File: config.mk
export PLATFORM = sky130hd
export DESIGN_NAME = wzht_datapath
export DESIGN_NICKNAME = d
export VERILOG_FILES = /design/src/hdl/wzht_pkg.sv /design/src/hdl/wzht_datapath.sv
export SDC_FILE = /design/constraint.sdc
export NUM_CORES = 1
export LEC_CHECK = 0
export BUFFER_PORTS_ARGS = -buffer_cell sky130_fd_sc_hd__buf_2
export CORE_MARGIN = 2
export CORE_UTILIZATION = 60
export CTS_CLUSTER_DIAMETER = 200
export DETAILED_ROUTE_END_ITERATION = 8
export PLACE_DENSITY = 0.75
export SETUP_SLACK_MARGIN = 0.05
export SYNTH_ARGS = -nofsm -noshare
export SYNTH_HDL_FRONTEND = slang
export SYNTH_SLANG_ARGS = --single-unit
File: constraint.sdc
create_clock -name aclk -period 14.2 [get_ports aclk]
set_clock_uncertainty 0.05 [all_clocks]
set_input_delay 2.84 -clock aclk [delete_from_list [all_inputs] [get_ports aclk]]
set_output_delay 2.84 -clock aclk [all_outputs]
set_load 0.1 [all_outputs]
File: src/hdl/wzht_pkg.sv
// Shared types and constants for the window z-order hit test block.
package wzht_pkg;

    // Width of every coordinate field on the input channel
    localparam int FIELD_W = 12;
    // Width of the window id on the result channel
    localparam int ID_W    = 5;

    // Input item opcodes
    localparam logic CMD_LOAD  = 1'b0;
    localparam logic CMD_CLICK = 1'b1;

    // Input item
    typedef struct packed {
        logic               command;
        logic [FIELD_W-1:0] left;
        logic [FIELD_W-1:0] bottom;
        logic [FIELD_W-1:0] right;
        logic [FIELD_W-1:0] top;
        logic [FIELD_W-1:0] click_x;
        logic [FIELD_W-1:0] click_y;
    } in_item_t;

    // Result item
    typedef struct packed {
        logic            hit;
        logic [ID_W-1:0] window_id;
    } out_item_t;

    // Controller states
    typedef enum logic [1:0] {
        ST_IDLE,
        ST_SCAN,
        ST_RESULT,
        ST_UPDATE
    } state_t;

    // Controller to datapath commands
    typedef struct packed {
        logic load_wr;    // write the incoming rectangle on top of the stack
        logic capture;    // latch click point, clear best match
        logic ptr_clr;    // rewind the memory walk pointer
        logic rd_issue;   // read the entry at the walk pointer
        logic upd_mode;   // returning reads are rewritten with new ranks
        logic out_load;   // load the result register
    } ctrl_cmd_t;

    // Datapath to controller status
    typedef struct packed {
        logic ptr_end;    // walk pointer reached the window count
        logic rd_vld;     // read data is in flight this cycle
        logic best_vld;   // the scan found a containing window
        logic out_free;   // result register can take a new item
    } dp_status_t;

endpackage

File: src/hdl/wzht_datapath.sv
// Datapath: rectangle/rank memory, walk pointer, hit compare and result register.
module wzht_datapath #(
    parameter int MAX_WINDOWS = 16,
    parameter int COORD_BITS  = 12
) (
    input  logic                  aclk,
    input  logic                  aresetn,
    input  wzht_pkg::in_item_t    s_data,
    input  wzht_pkg::ctrl_cmd_t   cmd,
    output wzht_pkg::dp_status_t  status,
    output logic                  m_valid,
    input  logic                  m_ready,
    output wzht_pkg::out_item_t   m_data
);

    localparam int IDX_W = (MAX_WINDOWS > 1) ? $clog2(MAX_WINDOWS) : 1;
    localparam int CNT_W = $clog2(MAX_WINDOWS + 1);
    localparam int CW    = (COORD_BITS < wzht_pkg::FIELD_W) ? COORD_BITS
                                                            : wzht_pkg::FIELD_W;
    localparam int ENT_W = 4 * CW + IDX_W;
    localparam int IDF_W = IDX_W + 1;

    // Entry layout: left, bottom, right, top, z rank (0 = bottom of stack)
    logic [ENT_W-1:0] store_mem [MAX_WINDOWS];

    logic [CNT_W-1:0] cnt_reg;
    logic [CNT_W-1:0] cnt_next;
    logic [CNT_W-1:0] ptr_reg;
    logic [CNT_W-1:0] ptr_next;
    logic             rd_vld_reg;
    logic [IDX_W-1:0] rd_addr_reg;
    logic [ENT_W-1:0] rd_data_reg;
    logic [CW-1:0]    click_x_reg;
    logic [CW-1:0]    click_y_reg;
    logic             best_vld_reg;
    logic             best_vld_next;
    logic [IDX_W-1:0] best_idx_reg;
    logic [IDX_W-1:0] best_idx_next;
    logic [IDX_W-1:0] best_rank_reg;
    logic [IDX_W-1:0] best_rank_next;
    logic             m_valid_reg;
    logic             m_valid_next;
    wzht_pkg::out_item_t m_data_reg;
    wzht_pkg::out_item_t m_data_next;

    logic             full;
    logic             wr_en;
    logic [IDX_W-1:0] wr_addr;
    logic [ENT_W-1:0] wr_data;
    logic [CW-1:0]    rd_left;
    logic [CW-1:0]    rd_bottom;
    logic [CW-1:0]    rd_right;
    logic [CW-1:0]    rd_top;
    logic [IDX_W-1:0] rd_rank;
    logic [IDX_W-1:0] top_rank;
    logic [IDX_W-1:0] new_rank;
    logic             inside_rect;
    logic [IDF_W-1:0] id_full;

    assign full = (cnt_reg == CNT_W'(MAX_WINDOWS));

    // Fields of the entry coming back from memory
    assign rd_left   = rd_data_reg[ENT_W-1      -: CW];
    assign rd_bottom = rd_data_reg[ENT_W-1-CW   -: CW];
    assign rd_right  = rd_data_reg[ENT_W-1-2*CW -: CW];
    assign rd_top    = rd_data_reg[ENT_W-1-3*CW -: CW];
    assign rd_rank   = rd_data_reg[IDX_W-1:0];

    // Inclusive containment test of the click point
    assign inside_rect = (click_x_reg >= rd_left)   && (click_x_reg <= rd_right) &&
                         (click_y_reg >= rd_bottom) && (click_y_reg <= rd_top);

    // Re-rank: clicked window goes to the top, windows above it drop one
    assign top_rank = IDX_W'(cnt_reg - CNT_W'(1));
    always_comb begin
        if (rd_addr_reg == best_idx_reg) begin
            new_rank = top_rank;
        end else if (rd_rank > best_rank_reg) begin
            new_rank = rd_rank - IDX_W'(1);
        end else begin
            new_rank = rd_rank;
        end
    end

    // Memory write port: load on top of stack, or rank write-back
    always_comb begin
        wr_en   = 1'b0;
        wr_addr = rd_addr_reg;
        wr_data = {rd_data_reg[ENT_W-1:IDX_W], new_rank};
        if (cmd.load_wr) begin
            wr_en   = !full;
            wr_addr = cnt_reg[IDX_W-1:0];
            wr_data = {s_data.left[CW-1:0], s_data.bottom[CW-1:0],
                       s_data.right[CW-1:0], s_data.top[CW-1:0],
                       cnt_reg[IDX_W-1:0]};
        end else if (cmd.upd_mode && rd_vld_reg) begin
            wr_en = 1'b1;
        end
    end

    // Memory array with registered read
    always_ff @(posedge aclk) begin
        if (wr_en) begin
            store_mem[wr_addr] <= wr_data;
        end
        if (cmd.rd_issue) begin
            rd_data_reg <= store_mem[ptr_reg[IDX_W-1:0]];
            rd_addr_reg <= ptr_reg[IDX_W-1:0];
        end
        if (cmd.capture) begin
            click_x_reg <= s_data.click_x[CW-1:0];
            click_y_reg <= s_data.click_y[CW-1:0];
        end
    end

    // Count, walk pointer and best-match tracking
    always_comb begin
        cnt_next       = cnt_reg;
        ptr_next       = ptr_reg;
        best_vld_next  = best_vld_reg;
        best_idx_next  = best_idx_reg;
        best_rank_next = best_rank_reg;
        if (cmd.load_wr && !full) begin
            cnt_next = cnt_reg + CNT_W'(1);
        end
        if (cmd.ptr_clr) begin
            ptr_next = '0;
        end else if (cmd.rd_issue) begin
            ptr_next = ptr_reg + CNT_W'(1);
        end
        if (cmd.capture) begin
            best_vld_next = 1'b0;
        end else if (rd_vld_reg && !cmd.upd_mode && inside_rect &&
                     (!best_vld_reg || rd_rank > best_rank_reg)) begin
            best_vld_next  = 1'b1;
            best_idx_next  = rd_addr_reg;
            best_rank_next = rd_rank;
        end
    end

    // Result register
    assign id_full = IDF_W'(best_idx_reg) + IDF_W'(1);
    always_comb begin
        m_valid_next = m_valid_reg && !m_ready;
        m_data_next  = m_data_reg;
        if (cmd.out_load) begin
            m_valid_next          = 1'b1;
            m_data_next.hit       = best_vld_reg;
            m_data_next.window_id = best_vld_reg ? wzht_pkg::ID_W'(id_full) : '0;
        end
    end

    always_ff @(posedge aclk) begin
        if (!aresetn) begin
            cnt_reg      <= '0;
            ptr_reg      <= '0;
            rd_vld_reg   <= 1'b0;
            best_vld_reg <= 1'b0;
            m_valid_reg  <= 1'b0;
        end else begin
            cnt_reg      <= cnt_next;
            ptr_reg      <= ptr_next;
            rd_vld_reg   <= cmd.rd_issue;
            best_vld_reg <= best_vld_next;
            m_valid_reg  <= m_valid_next;
        end
    end

    always_ff @(posedge aclk) begin
        best_idx_reg  <= best_idx_next;
        best_rank_reg <= best_rank_next;
        m_data_reg    <= m_data_next;
    end

    assign status.ptr_end  = (ptr_reg == cnt_reg);
    assign status.rd_vld   = rd_vld_reg;
    assign status.best_vld = best_vld_reg;
    assign status.out_free = !m_valid_reg || m_ready;

    assign m_valid = m_valid_reg;
    assign m_data  = m_data_reg;

endmodule

==> reports/qor.txt <==
register area - 28080 sq um
hold crit path type - reg2reg
total CTS buffers - 92
first-pass GRT wire length - 119.5 mm
DRC viols - 0
max frequency - 0.1583 GHz
fin nets - 1968
critical-path cell list - buf_2 > nand2b_1 > buf_2
sequential share of the synthesized area - 0.7608
Pins Over Slew Limit - 0
Yosys reg bits - 939
Filler cells - 3723
relative slew slack - 0.2129
VDD IR max - 113.2 uV
pwr/cell area - 138.1 nW/um^2
Setup violations, final - 0
Layout area overhead - 11.43%
IO Count - 93
largest net degree at the start of global routing - 104
Starting Density - 0.6089
antenna violations before repair - 2
Antenna Cells - 0
Chip Width - 252.0 um
Vias - 17550
vias in the first global route - 18070
R2R Setup Slk - 9640 ps
Lkg Pwr - 0.01314 uW
kind of critical path - in2out
1st-pass router iterations - 7
critical path's largest stage delay - 420 ps
final hold slack - 452.3 ps
launching element type of the critical path - input port
area of the multi-input gates - 8280 sq um
Critical Path Most Common Cell - buf_2
clk root buf - clkbuf_16
CTS tree - done
Cell Area, Synth - 36890 sq um
unrepaired setup endpoints after global routing - false
die area - 63480 sq um
CTS Hold Bufs - 0
fin crit share - 0.4449
Util after Layout - 0.6785
EDFF count, synth - 926
Worst path slowest cell - buf_2
FF-to-FF Start - ptr_reg[1]
Post-synth ARST share - 0
final hold vios - 0
Critical Path RT - 11310 ps
status - completed
setup TNS - 0 ps
share of layout cells above drive strength 1 - 0.2810
post-DR wirelength/cell - 30.51 um
core area - 60580 sq um
max-cap violations - 0
cell count after synthesis - 1677
clk sinks - 939
total wire length - 81.73 mm
max FFs per register - 832
Avg Inst Size Synth - 22.00 sq um
Die Ht - 252.0 um
Resized Gates After CTS - 0
Buffers on Ports - 91
DP HPWL - 41.54 mm
Final Wtd Congestion - 0.7818
Yosys warnings - 0
CP arrival - 3430 ps
Yosys cell types - 48
source of the critical timing path - m_ready
DR iter-0 viols - 2145
syn nets - 1817
via/cell ratio - 6.552
Most used DFF post-synth - edfxtp_1
Worst-Margin Slew - 1181 ps
CTS H-tree depth - 3
Tmin final - 6317 ps
maximum root-to-sink buffer count - 3
worst-skew pair later-pin latency - 640 ps
postcts setup bufs - 0
CTS clk-pin slew, worst paths - 60 ps
row cnt - 90
remaining antenna violation count - 0
critical path peak fanout - 2
GR Overflow Total - 0
GR Util All Layers - 0.2658
min-delay src - m_valid
Worst Setup End Kind - output port
[critical path, delay by kind of cell]
| family | cells | cell delay [ps] |
|---|---|---|
| buffers and inverters | 2 | 490 |
| AND/OR/NAND/NOR | 1 | 90 |
[area by class of cell]
type,count,area share
clock buffer,123,0.05987
clock inverter,40,0.007000
inverter,60,0.005479
multi-input combinational,601,0.2014
sequential,939,0.6831
tap,782,0.02380
timing repair buffer,134,0.01930
[final timing paths]
check	endpoint	depth (start not counted)
setup / recovery	status[0]	3
hold / removal	m_valid	2
setup reg to reg	rd_data_reg[4]	5
hold reg to reg	m_valid	2
[logic make-up (layout without fill, tap and decap cells)]
logic type / Yosys count / in the layout / share of synthesized area
DFF: 939 / 939 / 0.7608
muxes: 267 / 267 / 0.1608
and+or+nand+nor: 151 / 151 / 0.01933
buffers and inverters: 137 / 357 / 0.01798
AOI/OAI and AO/OA: 106 / 106 / 0.01693
adders and majority gates: 58 / 58 / 0.01967
xor gates and xnor gates: 19 / 19 / 0.004511
[routing by layer]
| layer | global-route usage | wire length (um) | share of wire | up-vias |
|---|---|---|---|---|
| met5 | 0 | 0 | 0 | - |
| met4 | 0.09180 | 2565 | 0.031 | 0 |
| met3 | 0.05643 | 7153 | 0.088 | 150 |
| met2 | 0.4257 | 40370 | 0.49 | 853 |
| met1 | 0.3710 | 31640 | 0.39 | 9268 |
| li1 | - | - | - | 7281 |
[report_power, final]
group	internal [uW]	switching [uW]	leakage [uW]	total [uW]
combinational	106	186	0.00323	292
sequential	3120	23.0	0.00856	3140
clock	1270	975	0.00134	2240
[synthesized netlist by cell type (9+ instances only)]
master    number  area [sq um]
buf_6         14         157.7
buf_1         13         48.80
dfxtp_1       13         260.3
xnor2_1       13         113.9
nand3_1        9         45.04
mux4_2       260          5856
o21ai_0       50         250.2
ha_1          58         725.7
a21oi_1       22         110.1
nand2_1       59         221.5
edfxtp_1     926         27810
inv_1         60         225.2
nand4_1       16         100.1
clkbuf_1      33         123.9
buf_4          9         67.56
nor2_1        30         112.6
[layout by cell type (no fill, tap or decap), types with 4 or more instances in the layout]
cell type / count
a21o_1: 8
a21oi_1: 22
and2_1: 7
buf_2: 90
buf_4: 43
clkbuf_1: 29
clkbuf_16: 94
clkinv_1: 20
clkinv_2: 12
dfxtp_1: 9
dfxtp_4: 4
edfxtp_1: 926
ha_1: 58
inv_1: 60
mux2_2: 4
mux4_2: 260
nand2_1: 59
nand2b_1: 6
nand3_1: 9
nand4_1: 16
nor2_1: 14
nor2_4: 16
nor2b_1: 8
nor3_1: 6
o21a_1: 4
o21ai_0: 20
o21ai_1: 31
xnor2_1: 13
xor2_1: 6
[per-stage QoR]
step                total power (uW)  area, sq um  cells  worst slack (ps)
global route                    5839        41110   2679              7866
global placement                3476        38350   2515              7866
detailed placement              3490        38350   2515              7880
floorplan                       3382        36890   1677              7657
finish                          5678        41110   2679              7883
CTS                             5711        41100   2678              7878
No activity file was read; power rests on OpenSTA's default activity.
